File: src/md5sh_pkg.sv
// Shared types, constants and round functions for the MD5 stream hasher.
`timescale 1ns / 1ps

package md5sh_pkg;

    typedef logic [3:0][31:0] md5sh_words_t;

    typedef struct packed {
        logic start;
        logic init;
    } md5sh_ctrl_t;

    localparam logic [31:0] MD5_IV_A = 32'h67452301;
    localparam logic [31:0] MD5_IV_B = 32'hefcdab89;
    localparam logic [31:0] MD5_IV_C = 32'h98badcfe;
    localparam logic [31:0] MD5_IV_D = 32'h10325476;

    localparam logic [7:0] PAD_BYTE  = 8'h80;
    localparam logic [5:0] LEN_START = 6'd56;
    localparam logic [5:0] LAST_POS  = 6'd63;

    localparam logic [31:0] MD5_K [64] = '{
        32'hd76aa478, 32'he8c7b756, 32'h242070db, 32'hc1bdceee,
        32'hf57c0faf, 32'h4787c62a, 32'ha8304613, 32'hfd469501,
        32'h698098d8, 32'h8b44f7af, 32'hffff5bb1, 32'h895cd7be,
        32'h6b901122, 32'hfd987193, 32'ha679438e, 32'h49b40821,
        32'hf61e2562, 32'hc040b340, 32'h265e5a51, 32'he9b6c7aa,
        32'hd62f105d, 32'h02441453, 32'hd8a1e681, 32'he7d3fbc8,
        32'h21e1cde6, 32'hc33707d6, 32'hf4d50d87, 32'h455a14ed,
        32'ha9e3e905, 32'hfcefa3f8, 32'h676f02d9, 32'h8d2a4c8a,
        32'hfffa3942, 32'h8771f681, 32'h6d9d6122, 32'hfde5380c,
        32'ha4beea44, 32'h4bdecfa9, 32'hf6bb4b60, 32'hbebfbc70,
        32'h289b7ec6, 32'heaa127fa, 32'hd4ef3085, 32'h04881d05,
        32'hd9d4d039, 32'he6db99e5, 32'h1fa27cf8, 32'hc4ac5665,
        32'hf4292244, 32'h432aff97, 32'hab9423a7, 32'hfc93a039,
        32'h655b59c3, 32'h8f0ccc92, 32'hffeff47d, 32'h85845dd1,
        32'h6fa87e4f, 32'hfe2ce6e0, 32'ha3014314, 32'h4e0811a1,
        32'hf7537e82, 32'hbd3af235, 32'h2ad7d2bb, 32'heb86d391
    };

    localparam logic [4:0] MD5_ROT [16] = '{
        5'd7, 5'd12, 5'd17, 5'd22, 5'd5, 5'd9, 5'd14, 5'd20,
        5'd4, 5'd11, 5'd16, 5'd23, 5'd6, 5'd10, 5'd15, 5'd21
    };

    // Message word index used by round r.
    function automatic logic [3:0] msg_index(input logic [5:0] r);
        logic [3:0] r4;
        logic [3:0] idx;
        r4 = r[3:0];
        case (r[5:4])
            2'd0:    idx = r4;
            2'd1:    idx = r4 * 4'd5 + 4'd1;
            2'd2:    idx = r4 * 4'd3 + 4'd5;
            2'd3:    idx = r4 * 4'd7;
            default: idx = r4;
        endcase
        return idx;
    endfunction

    function automatic logic [31:0] rotl32(input logic [31:0] x, input logic [4:0] s);
        logic [63:0] t;
        t = {x, x} << s;
        return t[63:32];
    endfunction

endpackage

File: src/md5_stream_hasher.sv
// Top level of the MD5 stream hasher: block fill, padding sequencer and result register.
//
//  channel | ports                 | contents
//  --------+-----------------------+---------------------------------------------
//  in      | s_tvalid/s_tready     | s_tdata[7:0] data_byte, s_tuser has_byte,
//          |                       | s_tlast end_of_message
//  out     | m_tvalid/m_tready     | m_tdata[127:0] digest_a, b, c, d (a lowest)
//
// The transfer that completes a 64-byte block is followed by compression (one
// round per cycle plus buffer read latency and the chaining add), during which
// s_tready is low.
// Message end writes the padding one byte per cycle up to byte 63, then compresses;
// a second block of padding and compression follows when fewer than 9 bytes were free.
// aresetn clears the sequencer, counters and the output valid, and loads the chaining words with the MD5 IV.
// The result register frees the input side; a new digest waits only if it is still full.
`timescale 1ns / 1ps

module md5_stream_hasher
    import md5sh_pkg::*;
(
    input  logic         aclk,
    input  logic         aresetn,
    input  logic         s_tvalid,
    output logic         s_tready,
    input  logic [7:0]   s_tdata,   // [7:0] data_byte
    input  logic         s_tuser,   // [0] has_byte
    input  logic         s_tlast,
    output logic         m_tvalid,
    input  logic         m_tready,
    output logic [127:0] m_tdata    // [31:0] digest_a, [63:32] digest_b,
                                    // [95:64] digest_c, [127:96] digest_d
);

    typedef enum logic [2:0] {
        ST_IDLE,
        ST_PAD,
        ST_ZERO,
        ST_LEN,
        ST_COMP,
        ST_OUT
    } state_t;

    state_t       state_reg, state_next;
    state_t       ret_reg, ret_next;
    logic [5:0]   fill_reg, fill_next;
    logic [60:0]  byte_cnt_reg, byte_cnt_next;
    logic         m_tvalid_reg, m_tvalid_next;
    logic [127:0] m_tdata_reg, m_tdata_next;

    md5sh_ctrl_t  ctrl;
    logic         buf_we;
    logic [7:0]   buf_wdata;
    logic [3:0]   buf_raddr;
    logic [31:0]  buf_rdata;
    logic         core_done;
    md5sh_words_t chain;
    logic [63:0]  bit_count;
    logic         accept;
    logic         out_free;

    assign s_tready  = (state_reg == ST_IDLE);
    assign accept    = s_tvalid && s_tready;
    assign out_free  = !m_tvalid_reg || m_tready;
    assign bit_count = {byte_cnt_reg, 3'b000};
    assign m_tvalid  = m_tvalid_reg;
    assign m_tdata   = m_tdata_reg;

    always_comb begin
        state_next    = state_reg;
        ret_next      = ret_reg;
        fill_next     = fill_reg;
        byte_cnt_next = byte_cnt_reg;
        m_tvalid_next = m_tvalid_reg && !m_tready;
        m_tdata_next  = m_tdata_reg;
        ctrl          = '0;
        buf_we        = 1'b0;
        buf_wdata     = '0;

        case (state_reg)
            ST_IDLE: begin
                buf_wdata = s_tdata;
                if (accept) begin
                    if (s_tuser) begin
                        buf_we        = 1'b1;
                        fill_next     = fill_reg + 6'd1;
                        byte_cnt_next = byte_cnt_reg + 61'd1;
                    end
                    if (s_tuser && fill_reg == LAST_POS) begin
                        ctrl.start = 1'b1;
                        state_next = ST_COMP;
                        ret_next   = s_tlast ? ST_PAD : ST_IDLE;
                    end else if (s_tlast) begin
                        state_next = ST_PAD;
                    end
                end
            end
            ST_PAD: begin
                buf_we     = 1'b1;
                buf_wdata  = PAD_BYTE;
                fill_next  = fill_reg + 6'd1;
                state_next = ST_ZERO;
                if (fill_reg == LAST_POS) begin
                    ctrl.start = 1'b1;
                    state_next = ST_COMP;
                    ret_next   = ST_ZERO;
                end
            end
            ST_ZERO: begin
                if (fill_reg == LEN_START) begin
                    state_next = ST_LEN;
                end else begin
                    buf_we    = 1'b1;
                    fill_next = fill_reg + 6'd1;
                    if (fill_reg == LAST_POS) begin
                        ctrl.start = 1'b1;
                        state_next = ST_COMP;
                        ret_next   = ST_ZERO;
                    end
                end
            end
            ST_LEN: begin
                buf_we    = 1'b1;
                buf_wdata = bit_count[{fill_reg[2:0], 3'b000} +: 8];
                fill_next = fill_reg + 6'd1;
                if (fill_reg == LAST_POS) begin
                    ctrl.start = 1'b1;
                    state_next = ST_COMP;
                    ret_next   = ST_OUT;
                end
            end
            ST_COMP: begin
                if (core_done) begin
                    state_next = ret_reg;
                end
            end
            ST_OUT: begin
                if (out_free) begin
                    m_tvalid_next = 1'b1;
                    m_tdata_next  = chain;
                    ctrl.init     = 1'b1;
                    fill_next     = '0;
                    byte_cnt_next = '0;
                    state_next    = ST_IDLE;
                end
            end
            default: begin
                state_next = ST_IDLE;
            end
        endcase
    end

    always_ff @(posedge aclk) begin
        if (!aresetn) begin
            state_reg    <= ST_IDLE;
            ret_reg      <= ST_IDLE;
            fill_reg     <= '0;
            byte_cnt_reg <= '0;
            m_tvalid_reg <= 1'b0;
        end else begin
            state_reg    <= state_next;
            ret_reg      <= ret_next;
            fill_reg     <= fill_next;
            byte_cnt_reg <= byte_cnt_next;
            m_tvalid_reg <= m_tvalid_next;
        end
        m_tdata_reg <= m_tdata_next;
    end

    md5sh_buf u_buf (
        .aclk  (aclk),
        .we    (buf_we),
        .waddr (fill_reg),
        .wdata (buf_wdata),
        .raddr (buf_raddr),
        .rdata (buf_rdata)
    );

    md5sh_core u_core (
        .aclk      (aclk),
        .aresetn   (aresetn),
        .ctrl      (ctrl),
        .ram_raddr (buf_raddr),
        .ram_rdata (buf_rdata),
        .done      (core_done),
        .chain     (chain)
    );

endmodule

File: src/md5sh_buf.sv
// Block buffer: 16 words of 4 byte lanes, byte write, registered word read.
`timescale 1ns / 1ps

module md5sh_buf (
    input  logic        aclk,
    input  logic        we,
    input  logic [5:0]  waddr,
    input  logic [7:0]  wdata,
    input  logic [3:0]  raddr,
    output logic [31:0] rdata
);

    logic [3:0][7:0] mem [16];

    always_ff @(posedge aclk) begin
        if (we) begin
            mem[waddr[5:2]][waddr[1:0]] <= wdata;
        end
        rdata <= mem[raddr];
    end

endmodule

File: src/md5sh_core.sv
// MD5 compression engine: one round per cycle, message words read from the block buffer.
`timescale 1ns / 1ps

module md5sh_core
    import md5sh_pkg::*;
(
    input  logic         aclk,
    input  logic         aresetn,
    input  md5sh_ctrl_t  ctrl,
    output logic [3:0]   ram_raddr,
    input  logic [31:0]  ram_rdata,
    output logic         done,
    output md5sh_words_t chain
);

    localparam logic [6:0] STEP_KM_FIRST = 7'd1;
    localparam logic [6:0] STEP_KM_LAST  = 7'd64;
    localparam logic [6:0] STEP_RND_FIRST = 7'd2;
    localparam logic [6:0] STEP_RND_LAST  = 7'd65;
    localparam logic [6:0] STEP_DONE     = 7'd66;

    logic         active_reg;
    logic [6:0]   step_reg;
    logic [31:0]  a_reg, b_reg, c_reg, d_reg;
    logic [31:0]  km_reg;
    md5sh_words_t chain_reg;

    logic [5:0]   km_idx;
    logic [5:0]   rnd;
    logic [31:0]  f;
    logic [31:0]  sum;
    logic [31:0]  b_new;

    // Read for round s is issued at step s; the registered word plus K is held in km_reg, from which the round runs.
    assign ram_raddr = msg_index(step_reg[5:0]);
    assign km_idx    = 6'(step_reg - STEP_KM_FIRST);
    assign rnd       = 6'(step_reg - STEP_RND_FIRST);
    assign done      = active_reg && (step_reg == STEP_DONE);
    assign chain     = chain_reg;

    always_comb begin
        case (rnd[5:4])
            2'd0:    f = (b_reg & c_reg) | (~b_reg & d_reg);
            2'd1:    f = (b_reg & d_reg) | (c_reg & ~d_reg);
            2'd2:    f = b_reg ^ c_reg ^ d_reg;
            2'd3:    f = c_reg ^ (b_reg | ~d_reg);
            default: f = '0;
        endcase
        sum   = a_reg + f + km_reg;
        b_new = b_reg + rotl32(sum, MD5_ROT[{rnd[5:4], rnd[1:0]}]);
    end

    always_ff @(posedge aclk) begin
        if (!aresetn) begin
            active_reg <= 1'b0;
            step_reg   <= '0;
            chain_reg  <= {MD5_IV_D, MD5_IV_C, MD5_IV_B, MD5_IV_A};
        end else if (ctrl.init) begin
            chain_reg <= {MD5_IV_D, MD5_IV_C, MD5_IV_B, MD5_IV_A};
        end else if (ctrl.start) begin
            active_reg <= 1'b1;
            step_reg   <= '0;
            a_reg      <= chain_reg[0];
            b_reg      <= chain_reg[1];
            c_reg      <= chain_reg[2];
            d_reg      <= chain_reg[3];
        end else if (active_reg) begin
            step_reg <= step_reg + 7'd1;
            if (step_reg >= STEP_KM_FIRST && step_reg <= STEP_KM_LAST) begin
                km_reg <= ram_rdata + MD5_K[km_idx];
            end
            if (step_reg >= STEP_RND_FIRST && step_reg <= STEP_RND_LAST) begin
                a_reg <= d_reg;
                b_reg <= b_new;
                c_reg <= b_reg;
                d_reg <= c_reg;
            end
            if (step_reg == STEP_DONE) begin
                active_reg   <= 1'b0;
                chain_reg[0] <= chain_reg[0] + a_reg;
                chain_reg[1] <= chain_reg[1] + b_reg;
                chain_reg[2] <= chain_reg[2] + c_reg;
                chain_reg[3] <= chain_reg[3] + d_reg;
            end
        end
    end

endmodule

File: config.mk
export PLATFORM = sky130hd
export DESIGN_NAME = md5_stream_hasher
export DESIGN_NICKNAME = d
export VERILOG_FILES = /design/src/md5sh_pkg.sv /design/src/md5_stream_hasher.sv /design/src/md5sh_buf.sv /design/src/md5sh_core.sv
export SDC_FILE = /design/constraint.sdc
export NUM_CORES = 2
export LEC_CHECK = 0
export BUFFER_PORTS_ARGS = -buffer_cell sky130_fd_sc_hd__buf_2
export CORE_MARGIN = 3
export CORE_UTILIZATION = 57
export DETAILED_ROUTE_END_ITERATION = 12
export HOLD_SLACK_MARGIN = 0.05
export PLACE_DENSITY = 0.88
export SLEW_MARGIN = 20
export SYNTH_ARGS = -nofsm -noshare
export SYNTH_HDL_FRONTEND = slang
export SYNTH_SLANG_ARGS = --single-unit
File: constraint.sdc
create_clock -name aclk -period 9.1 [get_ports aclk]
set_clock_uncertainty 0.05 [all_clocks]
set_input_delay 0.455 -clock aclk [delete_from_list [all_inputs] [get_ports aclk]]
set_output_delay 0.455 -clock aclk [all_outputs]
set_load 0.01 [all_outputs]
==> impl_metrics.yaml <==
status:
  status: "complete, no violations"
grt:
  grt_start_max_net_pins: 129
  grt_pass1_vias: 44100
  number_of_antenna_violations_at_the_first_check_in_global_routing: 10
  grt_usage_pct: 33.3
  grt_first_pass_wirelength_um: 270000
  grt_remaining_overflow: 0
placed_design:
  hpwl_um: 124000
  postPlaceCellArea_sq_mm: 0.0614
  globalplace.congestion: 1.02
  portBuffers: 143
setup_path:
  setup.worst_path.end: "u_core.b_reg[30]$_DFFE_PP_"
  worstPathArrival_ns: 9.16
  timing.critical_path.max_delay_family: "compound AO/OA/AOI/OAI gates"
  reg2reg_from: "u_core.step_reg[3]$_SDFFE_PN0P_"
  worst-setup-path-type: "flop to flop"
  critical_path_source: "u_core.step_reg[3]$_SDFFE_PN0P_"
  type_of_destination_of_the_critical_path: "flop"
  worstPathRequired_ns: 9.44
  critPathLaunchType: "flop"
  timing.rr.end: "u_core.b_reg[30]$_DFFE_PP_"
  rrSetupSlack_ns: 0.28
  crit_path_cell_count: 42
  worstRegToRegCells: 42
  worstPathMaxFanout: 8
  timing.critical_path.slowest_stage_cell: "fa_1"
  slowest_stage_delay_on_critical_path_ns: 0.50
  timing.critical_path.buf_inv: 7
sta:
  timing.final.setup_violations: 0
  drv_slew: 0
  final-hold-violation-count: 0
  maxClockFrequency_ghz: 0.113
  final.setup.tns_ns: 0
  fin_crit_sh_pct: 96.9
  final_critical_path_time_including_i_o_delays_and_setup_ns: 8.82
  slew_headroom_pct: 23.0
  least_margin_pin_slew_ns: 1.15
synthesis:
  postSynthCellCount: 5449
  synth_fp_nets: 5757
  post_synthesis_sequential_area_ratio_pct: 49.8
  synth_ff_type: "edfxtp_1"
  post_synth.cell_area_avg_sq_um: 10.6
  synth_enable_flop_cells: 800
  synth_warnings: 0
  post_synth_num_cell_types: 98
  synth.cell_area_sq_mm: 0.0580
  async_flop_share_pct: 0
  synth_seq_cells: 1042
die:
  design.core.area_sq_mm: 0.100
  rows: 116
  die-area_sq_mm: 0.106
  initial_core_util_pct: 57.7
  floorplan.io_pins: 144
  die_width_um: 325
  die_h_um: 325
routing:
  drtAntennaViolNets: 0
  drt-vias-per-instance: 6.51
  num_vias: 46400
  detail_route.wl_per_cell_um: 25.4
  dr_drc_count: 0
  wl_um: 181000
  drt_first_iter_violations: 5991
  drtPass1Iterations: 7
final_layout:
  final_area_sq_mm: 0.0653
  final_layout_size_suffix_gt1_share_pct: 14.2
  largest_reg_flops: 512
  nNetsFinal: 5974
  area.growth.synth_to_final_pct: 12.7
  number_of_fill_cells: 7318
cts:
  numClockSinks: 1042
  cts.root.buffer_cell: "clkbuf_16"
  cts_max_level: 3
  clkLatencyLatePin_ns: 0.72
  cts_max_path_buffers: 3
  cts_tree: "yes"
  clk_pin_slew_worst_paths_ns: 0.07
  cts_buffers: 104
run:
  maxCapViolCount: 0
power:
  power.total_mw: 9.90
  vdd_drop_max_mv: 0.217
  p_leak_nw: 24.5
  power_density_mw_per_mm2: 152
worst_hold_path:
  timing.hold.worst.class: "input port to flop"
Yosys cell counts, types with 41 or more instances:
library cell | number | area, sq um
xor2_1 | 149 | 1310
ha_1 | 252 | 3150
nand2b_1 | 41 | 257
mux2i_1 | 115 | 1150
o21ai_0 | 374 | 1870
edfxtp_1 | 800 | 24000
mux4_2 | 147 | 3310
nand3_1 | 119 | 596
nand2_1 | 786 | 2950
and3_1 | 45 | 282
clkbuf_1 | 213 | 800
a21oi_1 | 404 | 2020
nor2b_1 | 73 | 457
o211ai_1 | 80 | 601
a31oi_1 | 82 | 513
a21o_1 | 84 | 631
dfxtp_1 | 242 | 4840
fa_1 | 42 | 841
nor2_1 | 391 | 1470
xnor2_1 | 178 | 1560
a211oi_1 | 72 | 541
inv_1 | 203 | 762
nor3_1 | 68 | 340
where the power goes:
| group | leakage [nW] | switching, mW | internal [mW] |
|---|---|---|---|
| Clock | 1.72 | 1.96 | 2.52 |
| Sequential | 9.21 | 0.0144 | 5.15 |
| Combinational | 13.6 | 0.187 | 0.0678 |
| Total | 24.5 | 2.17 | 7.74 |
final cells by class:
class,instances,area [sq um],share of cell area [%]
diodes,6,15.0,0.0230
clock buffers,128,2750,4.21
clock inverters,68,801,1.23
inverters,206,781,1.19
multi-input cells,3921,27700,42.4
flip-flops and latches,1042,28900,44.2
well taps,1357,1700,2.60
repair buffers,391,2720,4.17
worst reg2reg max path: cells and delay by family, from the launching register on:
family | cells | cell delay, ns
compound gates | 17 | 3.57
flops | 1 | 0.31
buf+inv | 7 | 0.94
mux | 1 | 0.09
fa+ha+maj | 6 | 1.93
xor+xnor | 4 | 0.73
simple gates | 7 | 0.87
stage by stage:
stage	util [%]	hold slack (ns)	cells	setup slack, ns
after floorplan	-	0.389	5449	0.00528
after global placement	61.1	0.414	6899	-0.00935
after detailed placement	61.1	0.419	6899	-0.191
after CTS	64.7	0.0869	7103	0.0142
after global routing	65.0	0.142	7113	-0.00125
final	65.1	0.109	7119	0.280
metal layers:
metal  wire, um  GRT usage (%)  up-vias
met4      13500           20.7        8
met3      17200           5.84      710
met2      85700           55.1     3048
met5         53              0        -
met1      64300           40.7    22200
li1           -              -    20400
layout by cell type, fill, tap and decap left out, types with 65 or more instances in the layout:
cell,count
edfxtp_1,800
nand2_1,784
a21oi_1,393
nor2_1,387
o21ai_0,351
ha_1,245
dfxtp_1,242
buf_4,233
inv_1,201
xnor2_1,170
xor2_1,147
mux4_2,146
buf_2,143
nand3_1,119
mux2i_1,114
clkbuf_16,106
a21o_1,84
o211ai_1,80
a31oi_1,80
nor2b_1,73
a211oi_1,69
nor3_1,65
worst min path at each step:
stage / from / to / cells after the start
finish: s_tvalid / ret_reg[1]$_SDFFE_PN0P_ / 4
global placement: u_core.chain[31]$_SDFFE_PP0P_ / m_tdata[31]$_DFFE_PP_ / 0
floorplan: u_core.chain[127]$_SDFFE_PP0P_ / m_tdata[127]$_DFFE_PP_ / 0
global route: s_tvalid / byte_cnt_reg[0]$_SDFFE_PN0P_ / 4
detailed placement: u_core.chain[31]$_SDFFE_PP0P_ / m_tdata[31]$_DFFE_PP_ / 0
CTS: s_tvalid / byte_cnt_reg[0]$_SDFFE_PN0P_ / 4
timing repair:
item,in CTS,in global routing
endpoints found under the hold margin,7,0
hold buffers,5,0
endpoints found under the setup margin,4,13
gates resized for setup,1,58
setup buffers,3,7
pin swaps,1,13
cloned,0,2
cell families after synthesis:
family,after synthesis,synth area share [%]
flip-flops,1042,49.8
buffers and inverters,486,3.26
AO/OA/AOI/OAI,1336,14.1
multiplexers,281,8.09
adder cells (fa/ha/maj),294,6.89
AND/OR/NAND/NOR,1680,12.8
XOR/XNOR,330,5.05
No activity file was read; power rests on OpenSTA's default activity.
